===== src/pgcb_delay.sv =====
// shift line that carries side data alongside the adjust lanes
// depends on nothing but clk and the pipeline advance
module pgcb_delay #(
  parameter int WIDTH = 8,
  parameter int DEPTH = 2
) (
  input  logic             clk,
  input  logic             adv,
  input  logic [WIDTH-1:0] din,
  output logic [WIDTH-1:0] dout
);

  logic [WIDTH-1:0] tap_r [DEPTH];

  // first tap
  always_ff @(posedge clk) begin
    if (adv) tap_r[0] <= din;
  end

  // remaining taps
  for (genvar k = 1; k < DEPTH; k++) begin : g_tap
    always_ff @(posedge clk) begin
      if (adv) tap_r[k] <= tap_r[k-1];
    end
  end

  assign dout = tap_r[DEPTH-1];

endmodule


===== config.mk =====
export PLATFORM = sky130hd
export DESIGN_NAME = pgcb_delay
export DESIGN_NICKNAME = d
export VERILOG_FILES = /design/src/pgcb_delay.sv
export SDC_FILE = /design/constraint.sdc
export NUM_CORES = 1
export LEC_CHECK = 0
export CORE_AREA = 2 2 39 41
export DETAILED_ROUTE_END_ITERATION = 16
export DIE_AREA = 0 0 41 43
export DONT_BUFFER_PORTS = 1
export SYNTH_ARGS = -nofsm -noshare
export SYNTH_HDL_FRONTEND = slang
export SYNTH_SLANG_ARGS = --single-unit

===== constraint.sdc =====
create_clock -name clk -period 0.9 [get_ports clk]
set_input_delay 0.135 -clock clk [delete_from_list [all_inputs] [get_ports clk]]
set_output_delay 0.135 -clock clk [all_outputs]
set_load 0.01 [all_outputs]

==> results of run 1 <==
-- cells in the final DEF, fill, tap and decap left out --
| cell type | synthesis | layout |
|---|---|---|
| clkbuf_4 | 0 | 3 |
| dlygate4sd3_1 | 0 | 8 |
| clkinv_1 | 0 | 1 |
| edfxtp_1 | 16 | 16 |
-- cell type report --
cell class	instances	area share (%)
clock buffer	3	3.71
clock inverter	1	0.619
sequential	16	79.2
tap	16	3.30
timing repair buffer	8	13.2
-- cell families (layout without fill, tap and decap cells) --
group	Yosys count	count (layout)	synth area share, %
flops	16	16	88.9
buf+inv	8	12	11.1
-- metal layers --
layer | global-route usage (%) | routed length [µm] | vias up
met5 | 0 | 0 | -
met4 | 10.0 | 0 | 0
met3 | 1.57 | 27 | 0
met2 | 8.13 | 223 | 12
met1 | 7.25 | 203 | 81
li1 | - | - | 90
-- timing repair --
item                                   CTS  global route
endpoints found under the hold margin   24            16
setup endpoints to repair                0             0
setup buffers                            0             0
-- how the worst max path moves through the flow --
stage | cells past startpoint | slack (ns) | end | startpoint
6_report | 0 | 0.06 | dout[1] | tap_r[0][9]
5_1_grt | 0 | 0.02 | dout[7] | tap_r[0][15]
4_1_cts | 0 | 0.05 | dout[2] | tap_r[0][10]
3_5_place_dp | 0 | 0.29 | tap_r[0][8] | tap_r[0][0]
3_3_place_gp | 0 | 0.30 | tap_r[0][14] | tap_r[0][6]
2_1_floorplan | 1 | 0.29 | dout[0] | tap_r[0][8]
-- power by group --
part	total [mW]	switching [mW]	leakage, nW	internal [mW]
sequential	0.911	0.0263	0.157	0.885
clock	0.350	0.189	0.0154	0.160
combinational	0.0267	0.00387	0.0334	0.0228
-- synth_stat cells --
cell type  count
buf_4          8
edfxtp_1      16
==> metrics.cfg, run 1 <==
[critical_path]
rrSetupSlack_ns = 0.28
cp-end-kind = output pin
reg2reg_to = tap_r[0][8]
startpoint_type = flip-flop
cp.required_ns = 0.76
criticalPathCategory = flip-flop to output pin
reg2reg_depth = 0
r2r_start = tap_r[0][0]
worst_ep_arrival_time_ns = 0.71
crit_fanout = 1

[clock_network]
h-tree-depth = 1
holdBufCountCts = 8
cts_tree = built
cts_inserted_buffers = 3
cts_root_buf = clkbuf_4
path_clk_slew_ns = 0.08
clk-insertion-delay-late_ns = 0.27
cts_resized = 0
clock-sinks = 16
clk_path_buf_depth = 2

[pwr]
max-vdd-ir-drop_uv = 791
p_per_area_nw_per_um2 = 2120
p_leak_nw = 0.205
total_power_mw = 1.29

[detailed_routing]
wl_per_cell_um = 10.3
dr.pass1.iters = 2
drc_errors = 0
vias_per_cell = 4.16
postRouteAntennaNets = 0
vias = 183
routed_wl_um = 454
drtIter0Drc = 3

[placement]
postPlaceCellArea_um2 = 500
dp_slack_ns = 0.286
port_buffers = 0
dp_cells = 32
gp_congestion = 0.583

[timing]
period_minus_slack_ns = 0.841
rsz0062_at_grt = false
drv_slew = 0
max_freq_ghz = 1.19
timing.final.ws_setup_ns = 0.0594
tightestPinTransition_ns = 0.125
setup_tns_ns = 0
fin_crit_sh_pct = 93.4
skew_ns = 0.00448
relSlewSlack_pct = 91.7
finalSetupViolCount = 0
worst_hold_slack_ns = -0.0331
hold_violations = 16

[global_routing]
grt_pass1_wl_um = 676
grt_overflow = 0
antenna_found_initial = 0
grt_use_total_pct = 6.66
grt_max_degree = 17
grt_pass1_vias = 152

[cells_and_area]
top_regs = tap_r: 16 flops
design_area_um2 = 607
regArea_um2 = 480
largest_register_ffs = 16
final_cells = 44
area_growth_pct = 12.3
post-route-util_pct = 43.9
fill_cells = 127
multi_input_area_um2 = 0
nNetsFinal = 39
antennaDiodeCount = 0
num-multi-input-gates = 0
drive_gt1_share_pct = 10.7
top_register = tap_r

[floorplan]
fp-row-count = 14
dieArea_um2 = 1760
die_h_um = 43
die_w_um = 41
core-area_um2 = 1380
initial_core_util_pct = 39.1
num_io_pins = 18

[yosys]
synth_cells = 24
synth_area_leaders = edfxtp_1, buf_4
synth_top_area_share_pct = 88.9
yosys.area.top_type = edfxtp_1
synth.cell_area_um2 = 541
yosysWarnings = 0
yosys.cell_types.count = 2
syn-num-nets = 34
ys_seq_area_share_pct = 88.9
ys_ff_latch = 16
syn_area_per_cell_um2 = 22.5

[worst_hold_path]
worstHoldEndpoint = tap_r[0][2]
hold_start = adv
hold_depth = 0
hold_path.class = input port to flip-flop

[job]
maxCapViolCount = 0

[status]
status = finished, violations left
violations = negative hold slack

(Power assumes the default switching activity.)
==> inputs of run 2 (changes only) <==
TNS_END_PERCENT = 5   (was default)
clock period = 1.1 ns   (was 0.9 ns; I/O delays follow)
==> run 2 against run 1 <==
- the run still ends with negative hold slack left
- register-to-register slack improved by 0.20 ns
- sequential power is 18% lower
- highest routed layer unchanged
- non-clock buffer count did not move
- total power shrank 18%
- critical path type unchanged
- worst hold slack improved by 0.030 ns
- critical path depth stayed put
- worst setup slack better by 0.17 ns
- clock power decreased by 18%
- final cell count did not move
- via count is the same
- first-iteration DRC count is the same
==> metrics.cfg, run 2 (synthesis gave the netlist of run 1 again) <==
[status]
status = finished, violations left
violations = negative hold slack

[pwr]
p_leak_nw = 0.205  ; unchanged
max-vdd-ir-drop_uv = 647  ; -18%
p_per_area_nw_per_um2 = 1740  ; -18%

[cells_and_area]
final_common_cell = edfxtp_1
largest_register_ffs = 16  ; unchanged
multi_input_area_um2 = 0  ; unchanged
antennaDiodeCount = 0  ; unchanged
top_regs = tap_r: 16 flops
area_growth_pct = 12.3  ; unchanged
fill_cells = 127  ; unchanged
mostFrequentLayoutCells = edfxtp_1, dlygate4sd3_1, clkbuf_4
nNetsFinal = 39  ; unchanged
num-multi-input-gates = 0  ; unchanged
top_register = tap_r
drive_gt1_share_pct = 10.7  ; unchanged

[timing]
setup_tns_ns = 0  ; unchanged
rsz0062_at_grt = false
drv_slew = 0  ; unchanged
skew_ns = 0.00448  ; unchanged
max_freq_ghz = 1.15
finalSetupViolCount = 0  ; unchanged
period_minus_slack_ns = 0.871
fin_crit_sh_pct = 79.1
tightestPinTransition_ns = 0.125  ; unchanged
hold_violations = 9  ; -7
relSlewSlack_pct = 91.7  ; unchanged
worst_hold_slack_ns = -0.00309  ; +0.0300 ns

[critical_path]
cp-end-kind = output pin
worst_ep_arrival_time_ns = 0.71  ; about the same
cp.required_ns = 0.94  ; +0.18 ns
criticalPathCategory = flip-flop to output pin
crit_fanout = 1  ; unchanged
startpoint_type = flip-flop

[job]
maxCapViolCount = 0  ; unchanged

[global_routing]
grt_max_degree = 17  ; unchanged
grt_pass1_wl_um = 676  ; unchanged
grt_overflow = 0  ; unchanged
grt_use_total_pct = 6.66  ; unchanged
grt_pass1_vias = 154  ; +1.3%
antenna_found_initial = 0  ; unchanged

[clock_network]
clock-sinks = 16  ; unchanged
holdBufCountCts = 8  ; unchanged
cts_tree = built
clk-insertion-delay-late_ns = 0.27  ; about the same
cts_resized = 0  ; unchanged
h-tree-depth = 1  ; unchanged
cts_root_buf = clkbuf_4
path_clk_slew_ns = 0.08  ; about the same
clk_path_buf_depth = 2  ; unchanged
cts_inserted_buffers = 3  ; unchanged

[floorplan]
die_h_um = 43  ; unchanged
initial_core_util_pct = 39.1  ; unchanged
fp-row-count = 14  ; unchanged
num_io_pins = 18  ; unchanged
dieArea_um2 = 1760  ; unchanged
core-area_um2 = 1380  ; unchanged
die_w_um = 41  ; unchanged

[detailed_routing]
vias_per_cell = 4.16  ; unchanged
wl_per_cell_um = 10.3  ; unchanged
drtIter0Drc = 3  ; unchanged
vias = 183  ; unchanged
dr.pass1.iters = 2  ; unchanged
postRouteAntennaNets = 0  ; unchanged
routed_wl_um = 454  ; unchanged
drc_errors = 0  ; unchanged

[worst_hold_path]
hold_path.class = input port to flip-flop

[placement]
gp_congestion = 0.583  ; unchanged
port_buffers = 0  ; unchanged

[run 2: cell counts in the layout (fill, tap and decap cells not counted)]
No cell type changed its count.
[run 2: layer usage]
metal	share of wire [%]	global-route usage, %	vias to the layer above
met5	0	0	-
met4	0	10.0	0
met3	5.9	1.57	0
met2	49	8.13	12
met1	45	7.25	81
li1	-	-	90
[run 2: final timing paths]
path	cells after the start	slack, ns	to	from
setup / recovery	0	0.23	dout[1]	tap_r[0][9]
hold / removal	0	-0.003	tap_r[0][2]	adv
setup reg to reg	0	0.48	tap_r[0][8]	tap_r[0][0]
hold reg to reg	0	0.42	tap_r[0][12]	tap_r[0][4]
[run 2: through the flow]
| stage | setup WS, ns | util, % | power [mW] | area, µm² | instances |
|---|---|---|---|---|---|
| after CTS | 0.215 | 43.9 | 1.07 | 607 | 44 |
| final | 0.229 | 43.9 | 1.05 | 607 | 44 |
| after global placement | 0.501 | 36.2 | 0.760 | 500 | 32 |
| after global routing | 0.187 | 43.9 | 1.11 | 607 | 44 |
| after floorplan | 0.459 | - | 0.780 | 541 | 24 |
| after detailed placement | 0.486 | 36.2 | 0.761 | 500 | 32 |
[run 2: area by class of cell]
type | count | area, µm² | area share (%)
Clock inverter | 1 | 3.75 | 0.619
Timing Repair Buffer | 8 | 80.1 | 13.2
Tap cell | 16 | 20.0 | 3.30
Sequential cell | 16 | 480 | 79.2
Clock buffer | 3 | 22.5 | 3.71
[run 2: what timing repair did]
action / CTS / global route
endpoints found under the hold margin: 24 / 16
endpoints found under the setup margin: 0 / 0
buffers inserted: 0 / 0
[run 2: power breakdown]
part	switching, mW	internal, mW
Clock	0.155	0.131
Combinational	0.00317	0.0187
Sequential	0.0216	0.724
