**src/pgcb_pkg.sv**
```systemverilog
// shared types, constants and elaboration-time functions of the pixel adjust block
// no dependencies
package pgcb_pkg;

  // register indexes of the configuration port
  localparam logic [2:0] CFG_GAMMA      = 3'd0;
  localparam logic [2:0] CFG_CONTRAST   = 3'd1;
  localparam logic [2:0] CFG_BRIGHTNESS = 3'd2;
  localparam logic [2:0] CFG_COLOUR     = 3'd3;
  localparam logic [2:0] CFG_LUMA       = 3'd4;

  // one in Q30
  localparam logic [30:0] ONE_Q30 = 31'h4000_0000;

  // stages of one adjust lane: input, 16 log, diff, scale, 16 exp, pow, gain, clamp
  localparam int LANE_LAT = 38;

  // per-channel control into the output stage
  typedef struct packed {
    logic luma;   // rescale by the adjusted max channel
    logic kill;   // channel forced to zero (grey mode)
  } pgcb_ctl_t;

  // floor integer square root
  function automatic logic [63:0] isqrt64(input logic [63:0] x);
    logic [63:0] rem;
    logic [63:0] res;
    logic [63:0] bt;
    rem = x;
    res = '0;
    bt  = 64'd1 << 62;
    for (int i = 0; i < 32; i++) begin
      if (rem >= res + bt) begin
        rem = rem - (res + bt);
        res = (res >> 1) + bt;
      end else begin
        res = res >> 1;
      end
      bt = bt >> 2;
    end
    return res;
  endfunction

  // 2^(-2^-k) in Q30, k = 1..16
  function automatic logic [30:0] exp_coef(input int k);
    logic [63:0] t;
    t = isqrt64(64'd1 << 59);
    for (int j = 2; j <= 16; j++) begin
      if (j <= k) t = isqrt64(t << 30);
    end
    return t[30:0];
  endfunction

  // log2 in Q16 of a constant 1..65535, same squaring scheme as the lanes
  function automatic logic [19:0] log2_q16(input logic [15:0] p);
    logic [3:0]  e;
    logic [63:0] n;
    logic [15:0] fr;
    e = '0;
    for (int i = 1; i < 16; i++) begin
      if (p[i]) e = 4'(i);
    end
    n  = 64'(p) << (4'd15 - e);
    fr = '0;
    for (int i = 0; i < 16; i++) begin
      n  = (n * n) >> 15;
      fr = {fr[14:0], (n >= 64'd65536)};
      if (n >= 64'd65536) n = n >> 1;
    end
    return {e, fr};
  endfunction

endpackage

```
**src/pgcb_out.sv**
```systemverilog
// output stage of one channel: rounding to a pixel, or luma rescale by a pipelined divider
// depends on pgcb_pkg; registered through a rounding stage, a numerator stage, the divider and an output register
module pgcb_out
  import pgcb_pkg::*;
#(
  parameter int PIXEL_BITS = 8
) (
  input  logic                  clk,
  input  logic                  adv,
  input  logic [30:0]           y30,
  input  logic [PIXEL_BITS-1:0] c,
  input  logic [PIXEL_BITS-1:0] v,
  input  pgcb_ctl_t             ctl,
  output logic [7:0]            res
);

  localparam int PB    = PIXEL_BITS;
  localparam int NUM_W = 2 * PB + 31;
  localparam int PRD_W = PB + 32;
  localparam logic [PB-1:0] PIX_MAX = {PB{1'b1}};

  logic [PRD_W-1:0] rnd_c;
  logic [PB-1:0]    pix0_r;
  logic [2*PB-1:0]  cm_r;
  logic [30:0]      y0_r;
  logic [PB-1:0]    v0_r;
  pgcb_ctl_t        ctl0_r;

  logic [NUM_W-1:0] rem_r [PB+1];
  logic [PB-1:0]    q_r   [PB+1];
  logic [PB-1:0]    pix_r [PB+1];
  logic [PB-1:0]    v_r   [PB+1];
  pgcb_ctl_t        ctl_r [PB+1];
  logic [PB-1:0]    sel_c;
  logic [7:0]       res_r;

  // round half up to a pixel, and c * max for the rescale
  assign rnd_c = PRD_W'(y30) * PRD_W'(PIX_MAX) + (PRD_W'(1) << 29);

  always_ff @(posedge clk) begin
    if (adv) begin
      pix0_r <= rnd_c[PB+29:30];
      cm_r   <= (2*PB)'(c) * (2*PB)'(PIX_MAX);
      y0_r   <= y30;
      v0_r   <= v;
      ctl0_r <= ctl;
    end
  end

  // rescale numerator with half a divisor added for rounding
  always_ff @(posedge clk) begin
    if (adv) begin
      rem_r[0] <= NUM_W'(cm_r) * NUM_W'(y0_r) + (NUM_W'(v0_r) << 29);
      q_r[0]   <= '0;
      pix_r[0] <= pix0_r;
      v_r[0]   <= v0_r;
      ctl_r[0] <= ctl0_r;
    end
  end

  // restoring divide by v * 2^30, one quotient bit per stage
  for (genvar j = 0; j < PB; j++) begin : g_div
    logic [NUM_W-1:0] dsh_c;
    logic             ge_c;
    assign dsh_c = NUM_W'(v_r[j]) << (30 + PB - 1 - j);
    assign ge_c  = (rem_r[j] >= dsh_c);
    always_ff @(posedge clk) begin
      if (adv) begin
        rem_r[j+1] <= ge_c ? rem_r[j] - dsh_c : rem_r[j];
        q_r[j+1]   <= {q_r[j][PB-2:0], ge_c};
        pix_r[j+1] <= pix_r[j];
        v_r[j+1]   <= v_r[j];
        ctl_r[j+1] <= ctl_r[j];
      end
    end
  end

  // pick the rescaled value in luma mode unless the pixel is black
  assign sel_c = (ctl_r[PB].luma && (v_r[PB] != '0)) ? q_r[PB] : pix_r[PB];

  always_ff @(posedge clk) begin
    if (adv) res_r <= ctl_r[PB].kill ? 8'd0 : sel_c[7:0];
  end

  assign res = res_r;

endmodule

```
**config.mk**
```make
export PLATFORM = sky130hd
export DESIGN_NAME = pgcb_out
export DESIGN_NICKNAME = d
export VERILOG_FILES = /design/src/pgcb_pkg.sv /design/src/pgcb_out.sv
export SDC_FILE = /design/constraint.sdc
export NUM_CORES = 2
export LEC_CHECK = 0
export ABC_AREA = 1
export BUFFER_PORTS_ARGS = -buffer_cell sky130_fd_sc_hd__buf_2
export CORE_MARGIN = 2
export CORE_UTILIZATION = 40
export CTS_BUF_LIST = sky130_fd_sc_hd__clkbuf_8
export CTS_CLUSTER_DIAMETER = 200
export DETAILED_ROUTE_END_ITERATION = 10
export PLACE_DENSITY = 0.52
export SLEW_MARGIN = 20
export SYNTH_ARGS = -nofsm -noshare
export SYNTH_HDL_FRONTEND = slang
export SYNTH_SLANG_ARGS = --single-unit
```
**constraint.sdc**
```tcl
create_clock -name clk -period 7.5 [get_ports clk]
set_input_delay 0.375 -clock clk [delete_from_list [all_inputs] [get_ports clk]]
set_output_delay 0.375 -clock clk [all_outputs]
set_load 0.01 [all_outputs]
```
==> summary.txt <==
STA
  • Worst Clk Skew: roughly 39 ps
  • Final Hold Fails: 0
  • Setup ws final: 1050 ps
  • Hold_ws: between 150 and 200 ps
  • Setup repair after global routing missed its margin: false
  • Fin. max-slew vios: 0
  • Post-route minimum period: between 6000 and 7000 ps
  • Final period utilization: 0.860
  • Max Freq: 155 MHz
  • Final setup violating endpoints: 0
  • Total Neg Setup Slack: 0 ps
  • Worst Tran Pin Value: roughly 1100 ps
  • Relative slew margins: 0.287

Setup path
  • CP Cell Sequence: buf_4 > nand2_1 > fa_1 > fa_1 > fa_1 > inv_1 > fa_1 > fa_1 > inv_1 > fa_1 > inv_1 > ha_1 > nand2_1 > nor4_1 > nand4_1 > nand4_1 > nand2_1
  • R2r endpoint: rem_r[0][37]
  • Slowest stage delay, CP: ~1100 ps
  • Crit path launch type: register
  • Worst Path Class, Setup: register to register
  • Cells on worst reg2reg path: 17
  • Crit path DAT: ~6900 ps
  • Slowest-stage cell, CP: edfxtp_1
  • Required time worst endpoint: 8000 ps
  • Worst Setup End Kind: register
  • Most frequent CP cell: fa_1
  • Register-to-register setup slack: ~1100 ps
  • CP delay by family, top: adder cells
  • Buffers & Inverters on Critical Path: 4
  • R2R Path Start: cm_r[2]
  • Crit Path Max Fanout: 22

Drt
  • DRT iter0 DRCs: ~1900
  • Routed len/inst: between 15 and 20 um
  • DRT antenna net count: 0
  • Vias per Instance: ~4.7
  • DR pass1 iterations: 5
  • DRC Markers: 0
  • Final wirelength: between 100000 and 150000 um
  • Vias: 32796

Yosys
  • Commonest register cell after synthesis: edfxtp_1
  • Gate Count Post-Synth: 5045
  • #FFs+latches synth: between 600 and 700
  • Mapped Area: roughly 50000 um2
  • Async SR Flop Fraction: 0
  • Syn_nets: about 6000
  • Post-synthesis sequential area ratio: 0.386
  • Mean Syn Cell Area: about 10 um2
  • Post-synth EDFFs: ~650
  • Synth warn: 0
  • Synth unique cells: 50

Die
  • Row count: 130
  • DIE AREA: between 100000 and 150000 um2
  • Core Box Area: around 130000 um2
  • Die width: roughly 360 um
  • Chip height: 359 um
  • I/O pin count: roughly 60
  • Initial Utilization: 0.402

Global route
  • First-pass GRT wire length: between 150000 and 200000 um
  • Initial antenna violation count: 3
  • Congestion Overflow GR: 0
  • Vias in the first global route: about 35000
  • Tot GR Track Use: 0.183
  • Largest net degree at the start of global routing: 146

Place
  • GPL Wtd Cong: slightly below 0.9
  • Placed cell count: about 6700
  • Pre-CTS setup slack: 1070 ps
  • Buffers on Ports: 58
  • Final HPWL DP: just over 90000 um

Clocking
  • Worst skew pair latency: 750 ps
  • Worst-case clock buffer depth: 3
  • Clock Sinks: about 650
  • H-tree depth: 3
  • Post-CTS Hold Fix Bufs: 42
  • PostCTS Resize Cnt: 0
  • Clk pin slew, worst setup/hold paths: 60 ps
  • CTS Root Cell: clkbuf_8
  • CTS tree: done
  • Post-CTS setup buffers: 0
  • Total CTS buffers: 110

Cells and area
  • Commonest non-fill, non-tap cells in the layout: inv_1, nand2_1, edfxtp_1, fa_1, ha_1
  • Non-filler cells, final: about 6900
  • Filler cell count: roughly 12000
  • Layout cells sized above 1: 0.0498
  • Syn-to-layout area delta: 9.41%
  • Number of nets in the layout: a little over 6000
  • Most common cell after layout, fill and taps aside: inv_1

Worst hold path
  • Worst min-delay path class: input port to register
  • Hold path depth: 1
  • Hold endpoint: rem_r[0][295]
  • HP Start: adv

Outcome
  • Status: finished, final reports clean

Flow run
  • Max-cap violations: 0
metal layers:
metal,global-route usage,part of all wire,up-vias
met2,0.330,0.51,557
li1,-,-,15889
met4,0.0461,0.021,0
met1,0.231,0.43,16189
met3,0.0260,0.035,161
met5,0,0,-
stage by stage:
step | utilization | area, um2
4_1_cts | 0.440 | 55100
3_5_place_dp | 0.419 | 52500
5_1_grt | 0.440 | 55100
3_3_place_gp | 0.419 | 52500
6_report | 0.440 | 55100
2_1_floorplan | - | 50400
cells in the mapped netlist (50+ instances only):
cell type	instances	area share
inv_1	1286	0.096
nand2_1	1083	0.081
edfxtp_1	647	0.39
fa_1	593	0.24
ha_1	325	0.081
nor2_1	221	0.016
a21oi_1	154	0.015
nand3_1	147	0.015
clkbuf_1	109	0.0081
o21ai_0	86	0.0085
nor4_1	67	0.0083
xor2_1	65	0.011
xnor2_1	50	0.0087
cell families (layout without fill, tap and decap cells):
group	after synthesis	after routing	synth area share
AO/OA/AOI/OAI	319	319	0.0371
XOR/XNOR	115	115	0.0200
adder cells (fa/ha/maj)	918	918	0.317
buffers and inverters	1408	1619	0.106
flip-flops	647	647	0.386
other	0	1	0
AND/OR/NAND/NOR	1638	1638	0.135
cell type report:
| type | instances | area [um2] | share of cell area |
|---|---|---|---|
| clock buffers | 110 | 1510 | 0.0275 |
| inverters | 1289 | 4840 | 0.0878 |
| diodes | 1 | 2.50 | 0.0000454 |
| flip-flops and latches | 647 | 19400 | 0.353 |
| multi-input cells | 2990 | 25600 | 0.465 |
| clock inverters | 93 | 662 | 0.0120 |
| repair buffers | 127 | 973 | 0.0177 |
| well taps | 1650 | 2060 | 0.0375 |
how the worst max path moves through the flow:
stage | slack, ps | end | start | cells past startpoint
after floorplan | 1970 | rem_r[0][43] | y0_r[30] | 23
after global placement | 1150 | rem_r[0][37] | cm_r[2] | 17
after detailed placement | 1070 | rem_r[0][37] | cm_r[2] | 17
after CTS | 1060 | rem_r[0][37] | cm_r[2] | 17
after global routing | 740 | rem_r[0][35] | cm_r[2] | 24
final | 1050 | rem_r[0][37] | cm_r[2] | 17
flip-flops by register name (all words and copies together), names as in the netlist:
name / flops
cm_r: 16
q_r: 36
pix_r: 72
res: 8
rem_r: 376
pix0_r: 8
v0_r: 8
ctl_r: 18
ctl0_r: 2
v_r: 72
y0_r: 31
Power is not shown: default switching activity piles up to over one toggle a cycle in this logic, so the estimate is an artifact.
